[src/hdl/r2q_pkg.sv]
// Shared constants, branch codes and types for the matrix-to-quaternion block.
package r2q_pkg;

   localparam int FRAC_BITS   = 14;
   localparam int DATA_W      = 16;
   // Radicand after clamping: below 7 * 2^FRAC_BITS.
   localparam int RAD_W       = FRAC_BITS + 3;
   // Sum or difference of two matrix elements.
   localparam int NUM_W       = DATA_W + 1;
   // floor(sqrt(rad << FRAC_BITS)) fits in half the width of the shifted radicand.
   localparam int ROOT_W      = (RAD_W + FRAC_BITS + 1) / 2;
   localparam int SQRT_STAGES = ROOT_W;
   // One operand-prep stage plus one stage per quotient bit.
   localparam int DIV_STAGES  = DATA_W + 1;
   // Square root stages, divider stages, output register.
   localparam int BACK_LAT    = SQRT_STAGES + DIV_STAGES + 1;
   localparam int FIFO_DEPTH  = 4;
   localparam int FIFO_AW     = 2;

   localparam logic [1:0] BR_TRACE = 2'd0;
   localparam logic [1:0] BR_X     = 2'd1;
   localparam logic [1:0] BR_Y     = 2'd2;
   localparam logic [1:0] BR_Z     = 2'd3;

   localparam logic signed [DATA_W-1:0] QMAX = 16'sh7fff;
   localparam logic signed [DATA_W-1:0] QMIN = 16'sh8000;

   // Classified request: branch, clamped radicand and the three divided numerators,
   // listed in w, x, y, z order with the branch's own component left out.
   typedef struct packed {
      logic [1:0]              branch;
      logic                    rad_err;
      logic [RAD_W-1:0]        rad;
      logic signed [NUM_W-1:0] num0;
      logic signed [NUM_W-1:0] num1;
      logic signed [NUM_W-1:0] num2;
   } work_type;

endpackage

[src/hdl/r2q_front.sv]
// Front end: accepts a matrix, picks the branch and forms radicand and numerators.
module r2q_front (
   input  logic                  clock,
   input  logic                  reset,
   input  logic                  req_tvalid,
   output logic                  req_tready,
   // r0c0, r0c1, r0c2, r1c0, r1c1, r1c2, r2c0, r2c1, r2c2 from bit 0 up
   input  logic [143:0]          req_tdata,
   output logic                  out_valid,
   input  logic                  out_ready,
   output r2q_pkg::work_type     out_work
);

   logic signed [r2q_pkg::DATA_W-1:0] m00, m01, m02, m10, m11, m12, m20, m21, m22;
   logic signed [r2q_pkg::DATA_W+1:0] trace;
   logic signed [r2q_pkg::DATA_W+1:0] rad;
   logic signed [r2q_pkg::NUM_W-1:0]  nw, nx, ny, s01, s02, s12;
   logic [1:0]                        branch;
   r2q_pkg::work_type                 work_in, work_ff;
   logic                              valid_in, valid_ff;

   assign m00 = req_tdata[15:0];
   assign m01 = req_tdata[31:16];
   assign m02 = req_tdata[47:32];
   assign m10 = req_tdata[63:48];
   assign m11 = req_tdata[79:64];
   assign m12 = req_tdata[95:80];
   assign m20 = req_tdata[111:96];
   assign m21 = req_tdata[127:112];
   assign m22 = req_tdata[143:128];

   // Branch choice and radicand
   always_comb begin
      trace = 18'(m00) + 18'(m11) + 18'(m22);
      if (trace > 0) begin
         branch = r2q_pkg::BR_TRACE;
         rad    = 18'sd16384 + trace;
      end else if (m00 > m11 && m00 > m22) begin
         branch = r2q_pkg::BR_X;
         rad    = 18'sd16384 + 18'(m00) - 18'(m11) - 18'(m22);
      end else if (m11 > m22) begin
         branch = r2q_pkg::BR_Y;
         rad    = 18'sd16384 + 18'(m11) - 18'(m00) - 18'(m22);
      end else begin
         branch = r2q_pkg::BR_Z;
         rad    = 18'sd16384 + 18'(m22) - 18'(m00) - 18'(m11);
      end
   end

   // Numerators
   assign nw  = 17'(m21) - 17'(m12);
   assign nx  = 17'(m02) - 17'(m20);
   assign ny  = 17'(m10) - 17'(m01);
   assign s01 = 17'(m01) + 17'(m10);
   assign s02 = 17'(m02) + 17'(m20);
   assign s12 = 17'(m12) + 17'(m21);

   always_comb begin
      work_in.branch  = branch;
      work_in.rad_err = rad[r2q_pkg::DATA_W+1];
      work_in.rad     = rad[r2q_pkg::DATA_W+1] ? '0 : rad[r2q_pkg::RAD_W-1:0];
      unique case (branch)
         r2q_pkg::BR_TRACE: begin
            work_in.num0 = nw;
            work_in.num1 = nx;
            work_in.num2 = ny;
         end
         r2q_pkg::BR_X: begin
            work_in.num0 = nw;
            work_in.num1 = s01;
            work_in.num2 = s02;
         end
         r2q_pkg::BR_Y: begin
            work_in.num0 = nx;
            work_in.num1 = s01;
            work_in.num2 = s12;
         end
         default: begin
            work_in.num0 = ny;
            work_in.num1 = s02;
            work_in.num2 = s12;
         end
      endcase
   end

   // Holding register toward the queue
   assign req_tready = !valid_ff || out_ready;
   assign valid_in   = (req_tvalid && req_tready) || (valid_ff && !out_ready);

   always_ff @(posedge clock) begin
      if (reset) begin
         valid_ff <= 1'b0;
      end else begin
         valid_ff <= valid_in;
      end
   end

   always_ff @(posedge clock) begin
      if (req_tvalid && req_tready) begin
         work_ff <= work_in;
      end
   end

   assign out_valid = valid_ff;
   assign out_work  = work_ff;

endmodule

[config.mk]
export PLATFORM = sky130hd
export DESIGN_NAME = r2q_front
export DESIGN_NICKNAME = d
export VERILOG_FILES = /design/src/hdl/r2q_pkg.sv /design/src/hdl/r2q_front.sv
export SDC_FILE = /design/constraint.sdc
export NUM_CORES = 1
export LEC_CHECK = 0
export BUFFER_PORTS_ARGS = -buffer_cell sky130_fd_sc_hd__buf_2
export CORE_MARGIN = 2
export CORE_UTILIZATION = 35
export DETAILED_ROUTE_END_ITERATION = 8
export PLACE_DENSITY = 0.59
export SLEW_MARGIN = 20
export SYNTH_ARGS = -nofsm -noshare
export SYNTH_HDL_FRONTEND = slang
export SYNTH_SLANG_ARGS = --single-unit
[constraint.sdc]
create_clock -name clock -period 6.6 [get_ports clock]
set_clock_uncertainty 0.2 [all_clocks]
set_input_delay 0.66 -clock clock [delete_from_list [all_inputs] [get_ports clock]]
set_output_delay 0.66 -clock clock [all_outputs]
set_load 0.05 [all_outputs]
## Yosys cells after proc, flatten, opt, wreduce, memory -nomap -nowiden

Cells that the tools add are included.

- Order comparisons: 4
- Reduce and logical (&&, ||, !) cells: 8
- Multiplexer cells: 7
- Equality and inequality tests: 2
- Add/subtract/negate cells: 18

Operators with widths:

| operator | count |
|---|---|
| 51-bit case mux with 3 select lines | 1 |
| 16-bit by 16-bit adder with 17-bit output | 4 |
| 18-bit two-way mux | 3 |
| 17-bit by 16-bit subtractor with 18-bit output | 3 |
| 18-bit by 16-bit subtractor with 18-bit output | 3 |
| 16-bit by 16-bit adder with 17-bit output (first input constant) | 3 |
| 16-bit by 16-bit subtractor with 17-bit output | 3 |
| 16-bit greater-than comparator | 3 |
| 16-bit by 18-bit adder with 18-bit output (first input constant) | 1 |
| 17-bit by 16-bit adder with 18-bit output | 1 |
| 18-bit by 1-bit greater-than comparator with 1-bit output (second input constant) | 1 |
| 2-bit two-way mux | 2 |
| 1-bit logical AND | 3 |
| 2-bit by 1-bit == test with 1-bit output (second input constant) | 1 |
| 2-bit == test (second input constant) | 1 |
| 1-bit zero test | 2 |
| 2-bit zero test | 1 |
| 1-bit logical OR | 2 |
| 1-bit two-way mux | 1 |

- Logic and storage cells: 46
- Output and inout bits: 73
- Input port bits: 148
- Register bits after elaboration: 72

## Longest topological paths before layout

- Word-level depth: 6
- Mapped depth: 25
- Depth with buffers taken out: 23

## Worst setup path before layout

No wires, ideal clock.

- Path kind: input to register
- Start point: in req_tdata[1]
- End point: reg work_ff (netlist bit out_work[66]), data pin
- Slack: 0.445 ns
- Arrival time: 5.693 ns
- Library setup time: 0.262 ns
- Cell stages on the path: 23
- Required time: 6.138 ns
- Cells stage by stage: fa_1 -> ha_1 -> fa_1 -> a21o_1 -> a221oi_2 -> a21o_1 -> o21ai_0 -> a21o_1 -> a211oi_1 -> nor3_1 -> inv_1 -> ha_1 -> nor3b_1 -> nand3b_1 -> or4_1 -> or4_1 -> nor4_2 -> a211oi_1 -> or2_1 -> buf_4 -> o31ai_4 -> buf_6 -> a21oi_1

- Longest elaborated chain between the ends: 5
- Elaborated cells between the ends (all ways): 17

Ends and longest elaborated chain:

| what | RTL line | text |
|---|---|---|
| from (decl) | r2q_front.sv:8 | `input logic [143:0] req_tdata,` |
| 16-bit by 16-bit adder with 17-bit output, or another cell as far along | r2q_front.sv:40 | `rad = 18'sd16384 + 18'(m00) - 18'(m11) - 18'(m22);` |
| 17-bit by 16-bit subtractor with 18-bit output, or another cell as far along | r2q_front.sv:40 |  |
| 18-bit by 16-bit subtractor with 18-bit output or 18-bit two-way mux (tied branches) | r2q_front.sv:40, r2q_front.sv:41 |  |
| 18-bit two-way mux | r2q_front.sv:38 | `end else if (m00 > m11 && m00 > m22) begin` |
| 18-bit two-way mux (*) | r2q_front.sv:35 | `if (trace > 0) begin` |
| net rad (one bit) | r2q_front.sv:16 | `logic signed [r2q_pkg::DATA_W+1:0] rad;` |
| to (signal assigned) | r2q_front.sv:100 | `work_ff <= work_in;` |
| to (decl) | r2q_front.sv:19 | `r2q_pkg::work_type work_in, work_ff;` |

Mark *: on every way through the listed nets, which the timed path passes. The rest lies on a longest branch.
A chain may end at the register's enable or synchronous reset.

==> metrics.csv <==
stage,metric,value,unit
yosys,yosysUniqueCellTypes,73,
worst_setup_path,cp.required,6.59,ns
yosys,synth-edff-count,71,
power_and_ir_drop,peakVddDrop,0.2128,mV
die,core-area,40920,sq um
route,drt_wl_total,46080,microns
worst_setup_path,reg2reg_depth,2,
die,die_x,208.0,microns
sta,fmax,0.1619,GHz
yosys,async_reset_ff_share,0,%
yosys,synth_top_area_cell,ha_1,
final_layout,drive_above_1_share,16.77,%
min_path,holdCritStartpoint,reset,
clocking,holdBufCountCts,0,
route,drtPass1Iterations,5,
yosys,syn_area,14570,sq um
yosys,ys_ff_latch,72,
yosys,synth_nets,2192,
worst_setup_path,worstPathArrival,6.17,ns
place,gp_congestion,0.9745,
sta,whs,0.2569,ns
worst_setup_path,setup.worst_path.start_class,input port,
sta,fin_ws,0.4227,ns
die,fp.dieH,208.0,microns
yosys,ys_warn_count,0,
worst_setup_path,path_max_fanout,12,
sta,layout_worst_path_cycle_share,93.60,%
route,vias_per_cell,5.203,
yosys,synthTopCellsByArea,"ha_1 26%, edfxtp_1 15%, fa_1 10%",
min_path,hold_path.class,in -> reg,
route,routedLengthMet1,19750,microns
sta,hold_viol_final,0,
final_layout,design_area,16680,sq um
worst_setup_path,r2r_end,out_work[45]$_DFFE_PP_,
sta,setup_viol,0,
final_layout,fin_nets,2392,
yosys,synth_most_common_cell,ha_1,
die,initial_core_util,35.60,%
sta,slew_viol_final,0,
yosys,synthTopCellsByCount,"297 x ha_1, 190 x inv_1, 129 x nor2_1",
min_path,holdPathEnd,out_valid$_SDFF_PP0_,
clocking,clk_pin_slew,0.07,ns
route,ant_nets,0,
clocking,cts-resized-gates,0,
clocking,cts_tree,done,
global_route,track_usage,20.76,%
yosys,synth_flop_cell,edfxtp_1,
clocking,clk-insertion-delay-late,0.34,ns
min_path,hold_depth,2,
clocking,cts.htree.levels,3,
route,drcViolationCount,0,
die,ios,221,
clocking,postCtsSetupBuffers,0,
sta,period_needed,6.177,ns
place,portBuffers,220,
place,placed_cells,2394,
worst_setup_path,ff2ff_setup_slack,4.73,ns
yosys,yosys.area.top_type_share,25.50,%
power_and_ir_drop,p_leak,7.985,nW
yosys,avgSynthCellArea,8.709,sq um
global_route,grt_overflow,0,
global_route,antenna_found_initial,6,
place,place_ws,-0.01134,ns
worst_setup_path,reg2reg_from,out_valid$_SDFF_PP0_,
outcome,status,"finished, final reports clean",
global_route,grt_pass1_vias,12500,
die,die_area,43280,sq um
power_and_ir_drop,powerDensity,239.6,nW/um^2
sta,relSlewSlack,31.86,%
route,dr.max_layer_used,met5,
sta,worst_pin_slew,1.022,ns
clocking,cts_buffers,9,
route,drtIter0Drc,795,
clocking,clockBufferDepth,2,
final_layout,final_cells,2414,
place,hpwlAfterDp,39390,microns
final_layout,area.growth.synth_to_final,14.45,%
worst_setup_path,end_kind,register,
route,wire_per_inst,19.09,microns
place,place_area,16330,sq um
global_route,grt_pass1_wl,69860,microns
final_layout,fillers,4104,
die,rows,74,
sta,rsz0062_at_grt,no,
worst_setup_path,crit_type,in -> reg,
yosys,yosysSeqAreaShare,14.77,%
flow_run,maxCapViolations,0,
route,wl_met2,22820,microns
yosys,postSynthCellCount,1673,
clocking,clkSinkCount,72,
route,met3WireLength,2047,microns
clocking,cts_root_buf,clkbuf_16,
route,via_count,12560,
global_route,grt_max_degree,72,
per-stage QoR:
| step | util, % | setup TNS (ns) | power [mW] |
|---|---|---|---|
| after floorplan | - | 0 | 2.657 |
| after global placement | 39.91 | 0 | 3.412 |
| after detailed placement | 39.91 | -0.02605 | 3.430 |
| after CTS | 40.72 | 0 | 4.006 |
| after global routing | 40.74 | 0 | 4.279 |
| final | 40.75 | 0 | 3.995 |
registers in the layout, indices dropped and copies added, names as in the netlist:
| name | count |
|---|---|
| out_work | 71 |
| out_valid | 1 |
where the power goes:
part / internal [mW] / switching, mW / total (mW)
combinational: 0.984 / 1.70 / 2.69
sequential: 0.680 / 0.0709 / 0.751
clock: 0.336 / 0.220 / 0.556
layer usage:
layer | GRT usage [%] | vias up
li1 | - | 6212
met1 | 25.65 | 5975
met2 | 36.84 | 308
met3 | 3.215 | 61
met4 | 6.725 | 4
met5 | 0 | -
cells in the final DEF (no fill, tap or decap), drive strengths merged, types with 27 or more instances in the layout:
cell type and count:
ha 297, buf 247, inv 192, nor2 130, a21oi 128, nand2 89, xnor2 83, o21ai 82
fa 74, edfxtp 71, xor2 41, mux2i 36, a21o 33, nor3 32, mux2 27
critical path, stage by stage:
cell and delay (ns):
buf_2 0.12, fa_1 0.52, ha_1 0.25, fa_1 0.46
a21o_1 0.21, a221oi_2 0.29, a21o_1 0.21, o21ai_0 0.14
a21o_1 0.20, a211oi_1 0.25, nor3_1 0.12, inv_1 0.07
ha_1 0.13, nor3b_1 0.18, nand3b_1 0.09, or4_1 0.46
or4_1 0.43, nor4_2 0.20, a211oi_1 0.14, or2_4 0.34
nor2_8 0.18, buf_4 0.26, mux2i_1 0.24
how the worst max path moves through the flow:
stage | depth (start not counted) | end | start
floorplan | 23 | out_work[66]$_SDFFCE_PP0P_ | req_tdata[1]
finish | 23 | out_work[47]$_DFFE_PP_ | req_tdata[1]
CTS | 22 | out_work[42]$_DFFE_PP_ | req_tdata[69]
detailed placement | 22 | out_work[45]$_DFFE_PP_ | req_tdata[69]
global placement | 23 | out_work[61]$_SDFFCE_PP0P_ | req_tdata[1]
global route | 22 | out_work[40]$_DFFE_PP_ | req_tdata[69]
logic make-up after synthesis:
| group | share of synthesized area [%] |
|---|---|
| xor gates and xnor gates | 7.454 |
| muxes | 4.560 |
| AOI/OAI and AO/OA | 18.32 |
| buffers and inverters | 6.509 |
| and+or+nand+nor | 12.72 |
| DFF | 14.77 |
| adders and majority gates | 35.67 |
layout make-up:
class	count	area, sq um	share of cell area, %
inverters	190	713.2	4.277
diodes	4	10.01	0.06002
clock buffers	9	225.2	1.351
clock inverters	7	103.9	0.6228
multi-input cells	1353	11490	68.90
well taps	532	665.6	3.992
repair buffers	247	1316	7.893
flip-flops and latches	72	2152	12.91
Note: power is estimated with default switching activity, not from simulation.
