<file path="config.mk">
export PLATFORM = sky130hd
export DESIGN_NAME = r2q_fifo
export DESIGN_NICKNAME = d
export VERILOG_FILES = /design/src/hdl/r2q_pkg.sv /design/src/hdl/r2q_fifo.sv
export SDC_FILE = /design/constraint.sdc
export NUM_CORES = 1
export LEC_CHECK = 0
export BUFFER_PORTS_ARGS = -buffer_cell sky130_fd_sc_hd__buf_2
export CAP_MARGIN = 30
export CELL_PAD_IN_SITES_DETAIL_PLACEMENT = 2
export CELL_PAD_IN_SITES_GLOBAL_PLACEMENT = 2
export CORE_ASPECT_RATIO = 0.7
export CORE_MARGIN = 1
export CORE_UTILIZATION = 45
export DETAILED_ROUTE_END_ITERATION = 7
export GPL_TIMING_DRIVEN = 0
export PLACE_DENSITY_LB_ADDON = 0.05
export SLEW_MARGIN = 20
export SYNTH_ARGS = -nofsm -noshare
export SYNTH_HDL_FRONTEND = slang
export SYNTH_SLANG_ARGS = --single-unit
</file>
<file path="constraint.sdc">
create_clock -name clock -period 4.1 [get_ports clock]
set_input_delay 0.41 -clock clock [delete_from_list [all_inputs] [get_ports clock]]
set_output_delay 0.41 -clock clock [all_outputs]
set_load 0.005 [all_outputs]
</file>
<file path="src/hdl/r2q_pkg.sv">
// Shared constants, branch codes and types for the matrix-to-quaternion block.
package r2q_pkg;

   localparam int FRAC_BITS   = 14;
   localparam int DATA_W      = 16;
   // Radicand after clamping: below 7 * 2^FRAC_BITS.
   localparam int RAD_W       = FRAC_BITS + 3;
   // Sum or difference of two matrix elements.
   localparam int NUM_W       = DATA_W + 1;
   // floor(sqrt(rad << FRAC_BITS)) fits in half the width of the shifted radicand.
   localparam int ROOT_W      = (RAD_W + FRAC_BITS + 1) / 2;
   localparam int SQRT_STAGES = ROOT_W;
   // One operand-prep stage plus one stage per quotient bit.
   localparam int DIV_STAGES  = DATA_W + 1;
   // Square root stages, divider stages, output register.
   localparam int BACK_LAT    = SQRT_STAGES + DIV_STAGES + 1;
   localparam int FIFO_DEPTH  = 4;
   localparam int FIFO_AW     = 2;

   localparam logic [1:0] BR_TRACE = 2'd0;
   localparam logic [1:0] BR_X     = 2'd1;
   localparam logic [1:0] BR_Y     = 2'd2;
   localparam logic [1:0] BR_Z     = 2'd3;

   localparam logic signed [DATA_W-1:0] QMAX = 16'sh7fff;
   localparam logic signed [DATA_W-1:0] QMIN = 16'sh8000;

   // Classified request: branch, clamped radicand and the three divided numerators,
   // listed in w, x, y, z order with the branch's own component left out.
   typedef struct packed {
      logic [1:0]              branch;
      logic                    rad_err;
      logic [RAD_W-1:0]        rad;
      logic signed [NUM_W-1:0] num0;
      logic signed [NUM_W-1:0] num1;
      logic signed [NUM_W-1:0] num2;
   } work_type;

endpackage

</file>
<file path="src/hdl/r2q_fifo.sv">
// Short queue between front end and back end.
module r2q_fifo (
   input  logic              clock,
   input  logic              reset,
   input  logic              push_valid,
   output logic              push_ready,
   input  r2q_pkg::work_type push_data,
   output logic              pop_valid,
   input  logic              pop_ready,
   output r2q_pkg::work_type pop_data
);

   r2q_pkg::work_type            store_ff [r2q_pkg::FIFO_DEPTH];
   logic [r2q_pkg::FIFO_AW-1:0]  wptr_ff, rptr_ff;
   logic [r2q_pkg::FIFO_AW:0]    count_ff, count_in;
   logic                         push, pop;

   assign push_ready = count_ff != (r2q_pkg::FIFO_AW+1)'(r2q_pkg::FIFO_DEPTH);
   assign pop_valid  = count_ff != '0;
   assign push       = push_valid && push_ready;
   assign pop        = pop_valid && pop_ready;
   assign pop_data   = store_ff[rptr_ff];

   always_comb begin
      count_in = count_ff;
      if (push && !pop) begin
         count_in = count_ff + 1'b1;
      end else if (pop && !push) begin
         count_in = count_ff - 1'b1;
      end
   end

   always_ff @(posedge clock) begin
      if (reset) begin
         wptr_ff  <= '0;
         rptr_ff  <= '0;
         count_ff <= '0;
      end else begin
         count_ff <= count_in;
         if (push) begin
            wptr_ff <= wptr_ff + 1'b1;
         end
         if (pop) begin
            rptr_ff <= rptr_ff + 1'b1;
         end
      end
   end

   always_ff @(posedge clock) begin
      if (push) begin
         store_ff[wptr_ff] <= push_data;
      end
   end

   // Fill level stays within the storage
   a_count_bound: assert property (@(posedge clock) disable iff (reset)
      count_ff <= (r2q_pkg::FIFO_AW+1)'(r2q_pkg::FIFO_DEPTH))
      else $error("queue fill level out of range");

   // Level rises by one after a push without a pop
   a_count_track: assert property (@(posedge clock) disable iff (reset)
      (push && !pop) |=> count_ff == $past(count_ff) + 1'b1)
      else $error("queue level did not follow push");

endmodule

</file>
==> results of run 1 <==
cells by family after synthesis:
logic type      Yosys count  synth area share, %
xor+xnor                  4                0.325
compound gates            5                0.348
simple gates             17                0.777
fa+ha+maj                 6                0.766
mux                      74                 15.1
flops                   293                 80.7
buf+inv                  20                 1.90
Yosys cell counts, drive strengths merged:
cell type / number / area [um^2]
inv: 3 / 11.3
nand2: 1 / 3.75
mux4: 71 / 1600
o311ai: 1 / 8.76
edfxtp: 284 / 8530
or3: 2 / 12.5
xor2: 4 / 35.0
a21boi: 1 / 11.3
mux2i: 2 / 20.0
fa: 1 / 20.0
clkbuf: 1 / 3.75
ha: 5 / 62.6
o31ai: 1 / 7.51
mux2: 1 / 11.3
and2: 4 / 25.0
dfxtp: 9 / 180
nor2: 8 / 30.0
buf: 16 / 190
o21ai: 1 / 5.00
a21oi: 1 / 5.00
nand2b: 2 / 12.5
per-stage QoR:
stage	setup TNS (ns)	area [um^2]	cells
global placement	-99.22	11900	877
floorplan	0	10800	419
==> run metrics, run 1 <==
port buffer count=around 150; Exit stage=detailed placement; Avg Inst Size Synth=approximately 26 um^2; cells after synthesis=roughly 420; Row Count=46; Synth Register Bits=293; post-DP HPWL=~16 mm; outcome=aborted with a tool error; Mapped Area=about 11000 um^2; post-synth net total=500; Initial Util=between 40% and 50%; Die Span Y=approximately 130 um; Ports=148; sequential area share after synthesis=80.7%; GPL Wtd Cong=about 0.67; synth warn=0; error msg=[ERROR DPL-0033] detailed placement checks failed during check placement.; Die Wd=between 150 and 200 um; Yosys cell types=25
==> run 2: changes to the inputs <==
--- a/config.mk
+++ b/config.mk
@@ -7,14 +7,11 @@
 export LEC_CHECK = 0
 export BUFFER_PORTS_ARGS = -buffer_cell sky130_fd_sc_hd__buf_2
 export CAP_MARGIN = 30
-export CELL_PAD_IN_SITES_DETAIL_PLACEMENT = 2
-export CELL_PAD_IN_SITES_GLOBAL_PLACEMENT = 2
-export CORE_ASPECT_RATIO = 0.7
 export CORE_MARGIN = 1
-export CORE_UTILIZATION = 45
+export CORE_UTILIZATION = 40
 export DETAILED_ROUTE_END_ITERATION = 7
 export GPL_TIMING_DRIVEN = 0
-export PLACE_DENSITY_LB_ADDON = 0.05
+export PLACE_DENSITY_LB_ADDON = 0.15
 export SLEW_MARGIN = 20
 export SYNTH_ARGS = -nofsm -noshare
 export SYNTH_HDL_FRONTEND = slang
==> run 2 against run 1 <==
Effect of this change: the flow now finishes, with violations (DRC); synthesized cell count did not move; area after synthesis stayed put.
==> run metrics, run 2 <==
Yosys cell types=25 (unchanged); Primary FF master, synth=edfxtp_1; CP Data Required Time=between 3 and 4 ns; Setup violations, final=0; post-layout min period=roughly 2.6 ns; RSZ-0062 raised after global routing=false; Synth Area in Compound Gates=0.348% (unchanged); Die Wd=166 um (-11%); sw frac=between 20% and 30%; Critical Path Source Type=flip-flop; Row Count=59 (+28%); power share of the clock group=about a third; Max Cap Violations=0; Worst Path Buf+Inv=3; Hold Vio Cnt, Final=0; CTS root buffer=clkbuf_16; slowest stage delay, CP=around 0.45 ns; Antenna Nets Post-Route=0; largest net degree at the start of global routing=43; GPL Wtd Cong=0.682 (+2.4%); cells after synthesis=419 (unchanged); Worst Max-Slew Pin Slew=approximately 0.57 ns; Sequential Power Share=between 40% and 50%; most common cell after layout, fill and taps aside=edfxtp_1; DR iter-0 viols=324; post-synth top area cell=edfxtp_1; mux contribution to synthesized area=15.1% (unchanged); Core Region=26300 um^2; WL final=about 20 mm; Yosys top cell area share=79.1% (unchanged); most frequent cells in the layout=edfxtp_1 (284), buf_2 (153), mux4_2 (70); H-Tree Depth=1; synth warn=0 (unchanged); Crit-path slowest cell=buf_1; failing checks=DRC; class of the most critical setup path=reg2out; Post-Synth Adder-Cell Area=0.766% (unchanged); first-pass GRT wire length=about 31 mm; Post-Route Setup TNS=0 ns; main combinational cell family by area after synthesis=multiplexers; vias in the first global route=about 5400; sequential area share after synthesis=80.7% (unchanged); Final Max Slew Viols=0; Avg Inst Size Synth=25.7 um^2 (unchanged); clock skew=0.00856 ns; post-DP HPWL=12.2 mm (-22%); CP cell instances=buf_1 -> buf_2 -> mux4_2 -> buf_2; Longest Clk Path Bufs=3; Int Pwr=approximately 0.006 W; number of synthesized flops with an enable pin=284 (unchanged); commonest cells in the netlist=edfxtp_1 (284), mux4_2 (70), dfxtp_1 (9); dpl ws=1.82 ns; Final WS setup=1.46 ns; Top cell by count, worst path=buf_2; Synth Area in XOR/XNOR=0.325% (unchanged); post-CTS setup buffer count=0; GRT Util Overall=around 15%; Slew HR=roughly three fifths; FMAX=roughly 0.38 GHz; HP Class=in2reg; period utilization=64.4%; Worst-Skew Late Latency=0.54 ns; CP arrival=between 2 and 2.5 ns; Die Span Y=166 um (+26%); peak supply drop=between 0.0003 and 0.0004 V; Hold Path Depth=1; cts hold-fix bufs=0; Leak Pwr=roughly 4.4 nW; # nets final=a little under 700; Area Growth Syn to Fin=20.9%; initial antenna violation count=2; global route overflow=0; Ports=148 (unchanged); Vias/cell=roughly 5.0; Design Area, Final=about 13000 um^2; Synth Area in Simple Gates=0.777% (unchanged); FF-to-FF Start=count_ff[0]; post-synth net total=500 (unchanged); Util after Layout=between 40% and 50%; Largest Register=store_ff; FF-to-FF End=count_ff[2]; Synth Register Bits=293 (unchanged); worst hold endpoint=store_ff[0][68]; most instantiated library cell after synthesis=edfxtp_1; Largest register FFs=approximately 280; Cell Area, Placed=12100 um^2; Initial Util=41.0% (-5.7 points); Post-route DRC=20; Combinational Power Share=a little under a quarter; overall power=0.00819 W; crit path max fanout=10; post-cts resize count=0; hold wc startpoint=push_data[68]; CTS Buf Count=30; vias=around 4800; top cells by area, synth=edfxtp_1 (79%), mux4_2 (15%), dfxtp_1 (1.7%); drt first pass iters=6; layout cells sized above 1=46.2%; CTS tree=yes; R2R Setup Slk=1.77 ns; P_sw=roughly 0.0020 W; Worst Setup End Kind=output pin; CTS sink count=~290; Post-synth ARST share=0% (unchanged); Routed WL per cell=between 20 and 25 um; CP top delay family=buffers and inverters; port buffer count=146 (unchanged); R2R depth=8; Mapped Area=10800 um^2 (unchanged); Top Registers=store_ff x284, count_ff x3; Power Dens Cells=628 nW/um^2; Reg clk slew, reported paths=~0.060 ns; outcome=finished, violations left; die area=27600 um^2
[run 2: cell counts after synthesis]
No cell type changed its count.
[run 2: cells by family (layout without fill, tap and decap cells)]
kind of cell             after synthesis  in the layout
adder cells (fa/ha/maj)                6              6
XOR/XNOR                               4              4
other                                  0              2
AO/OA/AOI/OAI                          5              5
flip-flops                           293            293
buffers and inverters                 20            227
multiplexers                          74             74
AND/OR/NAND/NOR                       17             17
[run 2: worst max path at each step]
stage / end / depth (start not counted) / startpoint
floorplan: store_ff[0][0] / 3 / count_ff[0]
global placement: store_ff[1][54] / 3 / count_ff[0]
detailed placement: count_ff[2] / 8 / count_ff[0]
CTS: pop_data[16] / 4 / flip-flop
global route: pop_data[16] / 4 / flip-flop
finish: pop_data[12] / 4 / flip-flop
[run 2: metal layers]
| layer | vias to the layer above | routed length (um) | global-route usage (%) | part of all wire (%) |
|---|---|---|---|---|
| met2 | 131 | 9740 | 24.7 | 49 |
| met3 | 32 | 1420 | 3.79 | 7.1 |
| met5 | - | 13 | 0 | 0.065 |
| met4 | 2 | 411 | 3.74 | 2.1 |
| li1 | 2160 | - | - | - |
| met1 | 2514 | 8330 | 18.8 | 42 |
[run 2: area by class of cell]
type	count	area, um^2
Inverter	3	11.3
Tap cell	335	419
Timing Repair Buffer	151	853
Fill cell	2177	13200
Clock buffer	34	787
Multi-Input combinational cell	106	1880
Sequential cell	293	8710
Buffer	17	194
Antenna cell	2	5.00
Clock inverter	22	184
[run 2: power groups by stage]
stage	registers, W	logic [W]	clock network, W
final	0.00372	0.00185	0.00263
after floorplan	0.00377	0.00118	0
after detailed placement	0.00378	0.00191	0
after global routing	0.00374	0.00201	0.00281
after CTS	0.00372	0.00192	0.00269
after global placement	0.00380	0.00184	0
[run 2: worst register-to-register path, stage by stage (launching register included)]
cell and delay, ns:
dfxtp_1 0.45, nor2_1 0.11, a21boi_2 0.35, ha_1 0.26
inv_1 0.07, fa_1 0.37, xor2_1 0.17, or3_1 0.31
a21oi_1 0.17
[run 2: per-stage QoR]
stage / hold WS, ns / std cells
after floorplan: 0.482 / 419
after global placement: 0.495 / 900
after detailed placement: 0.513 / 905
after CTS: 0.0605 / 961
after global routing: 0.0659 / 961
final: 0.0839 / 963
No activity file was read; power rests on OpenSTA's default activity.
==> run 3: changes to the inputs <==
==> constraint.sdc (replaced) <==
create_clock -name clock -period 2.7 [get_ports clock]
set_input_delay 0.27 -clock clock [delete_from_list [all_inputs] [get_ports clock]]
set_output_delay 0.27 -clock clock [all_outputs]
set_load 0.005 [all_outputs]
==> run 3 against run 2 <==
Effect of this change: the run still ends with DRC left; sequential power increased by 52%; utilization is 2.9 points higher; die area stayed put; power is 55% higher; clock skew increased by 0.0018 ns; combinational power is 55% higher; routed wire length increased by 0.49%; non-clock buffer count rose by 70; critical endpoint is now pop_data[48]; largest cell class unchanged.
==> run metrics, run 3 (synthesis results as in run 2) <==
outcome=finished, violations left; failing checks=DRC; CTS sink count=293 (unchanged); FF-to-FF End=count_ff[2]; Routed WL per cell=19.4 um (-6.1%); CTS Buf Count=30 (unchanged); global route overflow=0 (unchanged); Slew HR=61.0% (-0.62 points); post-layout min period=around 2.5 ns; CP Data Required Time=2.43 ns (-1.26 ns); clock skew=0.0103 ns (+0.00176 ns); Final Max Slew Viols=0 (unchanged); Setup crit end=pop_data[48]; class of the most critical setup path=reg2out; vias in the first global route=5622 (+4.4%); cts hold-fix bufs=71 (+71); Initial Util=41.0% (unchanged); Worst Setup End Kind=output pin; most common cell after layout, fill and taps aside=edfxtp_1; FF-to-FF Start=count_ff[0]; Leak Pwr=4.73 nW (+7.4%); Worst Max-Slew Pin Slew=0.584 ns (+0.00936 ns); CP arrival=2.20 ns (-0.03 ns); Antenna Nets Post-Route=0 (unchanged); Row Count=59 (unchanged); largest net degree at the start of global routing=41 (-4.7%); Top Registers=store_ff x284, count_ff x3; Design Area, Final=13800 um^2 (+5.8%); vias=5082 (+5.0%); Worst-Skew Late Latency=0.55 ns (about the same); Post-route DRC=11 (-45%); Cell Area, Placed=12100 um^2 (-0.10%); DR iter-0 viols=313 (-3.4%); # nets final=753 (+10%); Power Dens Cells=918 nW/um^2 (+46%); GPL Wtd Cong=0.706 (+3.5%); initial antenna violation count=0 (-2); worst hold slack=0.0977 ns (+0.0138 ns); RSZ-0062 raised after global routing=false; Max Cap Violations=0 (unchanged); post-cts resize count=0 (unchanged); R2R Setup Slk=0.31 ns (-1.46 ns); Longest Clk Path Bufs=3 (unchanged); crit path max fanout=10 (unchanged); port buffer count=146 (unchanged); Ports=148 (unchanged); Critical Path Source Type=flip-flop; peak supply drop=0.000450 V (+25%); post-DP HPWL=11.6 mm (-5.4%); diode count=0 (-2); HP Class=in2reg; H-Tree Depth=1 (unchanged); layout cells sized above 1=41.4% (-4.8 points); Setup violations, final=0 (unchanged); most frequent cells in the layout=edfxtp_1 (284), buf_2 (153), dlygate4sd3_1 (71); Die Wd=166 um (unchanged); Vias/cell=4.93 (-1.9%); GRT Util Overall=15.0% (+0.40 points); drt first pass iters=6 (unchanged); Final WS setup=0.228 ns (-1.23 ns); die area=27600 um^2 (unchanged); Largest register FFs=284 (unchanged); CTS tree=yes; Reg clk slew, reported paths=0.06 ns (about the same); first-pass GRT wire length=31.6 mm (+3.5%); CTS root buffer=clkbuf_16; post-CTS setup buffer count=0 (unchanged); Area Growth Syn to Fin=28.0%; period utilization=around 92%; FMAX=slightly above 0.4 GHz; R2R depth=8 (unchanged); WL final=20.0 mm (+0.49%); overall power=0.0127 W (+55%); Largest Register=store_ff; dpl ws=0.308 ns (-1.51 ns); Hold Vio Cnt, Final=0 (unchanged); Die Span Y=166 um (unchanged); Core Region=26300 um^2 (unchanged)
[run 3: area by class of cell]
type,instances,area (um^2)
Fill cell,2107,12500
Multi-Input combinational cell,106,1880
Clock inverter,15,95.1
Clock buffer,41,940
Inverter,3,11.3
Buffer,17,194
Timing Repair Buffer,221,1550
Tap cell,335,419
Sequential cell,293,8710
[run 3: stage by stage]
step | util [%] | instances | setup TNS (ns)
final | 52.5 | 1031 | 0
after floorplan | - | 419 | 0
after CTS | 52.5 | 1031 | 0
after detailed placement | 45.9 | 904 | 0
after global routing | 52.5 | 1031 | 0
after global placement | 45.4 | 900 | -76.07
[run 3: metal layers]
metal	global-route usage (%)	part of all wire (%)
met5	0	0
met4	4.19	2.2
met3	3.17	6.2
met2	24.8	49
met1	20.2	43
[run 3: critical path: stages (launching register included)]
cell and delay, ns:
dfxtp_1 0.30, buf_1 0.45, buf_2 0.39, mux4_2 0.37
buf_2 0.15
[run 3: how the worst min path moves through the flow]
stage	cells after the start	startpoint	slack, ns	to
2_1_floorplan	0	push_data[0]	0.37	store_ff[0][0]
3_3_place_gp	1	push_data[41]	0.48	store_ff[0][41]
3_5_place_dp	1	push_data[63]	0.49	store_ff[0][63]
4_1_cts	2	reset	0.08	rptr_ff[0]
5_1_grt	2	reset	0.15	rptr_ff[0]
6_report	2	reset	0.1	rptr_ff[0]
[run 3: power breakdown]
| part | internal (W) | total [W] | switching, W |
|---|---|---|---|
| clock | 0.00252 | 0.00416 | 0.00164 |
| combinational | 0.00156 | 0.00287 | 0.00130 |
| sequential | 0.00552 | 0.00564 | 0.000121 |
| total | 0.00960 | 0.0127 | 0.00307 |
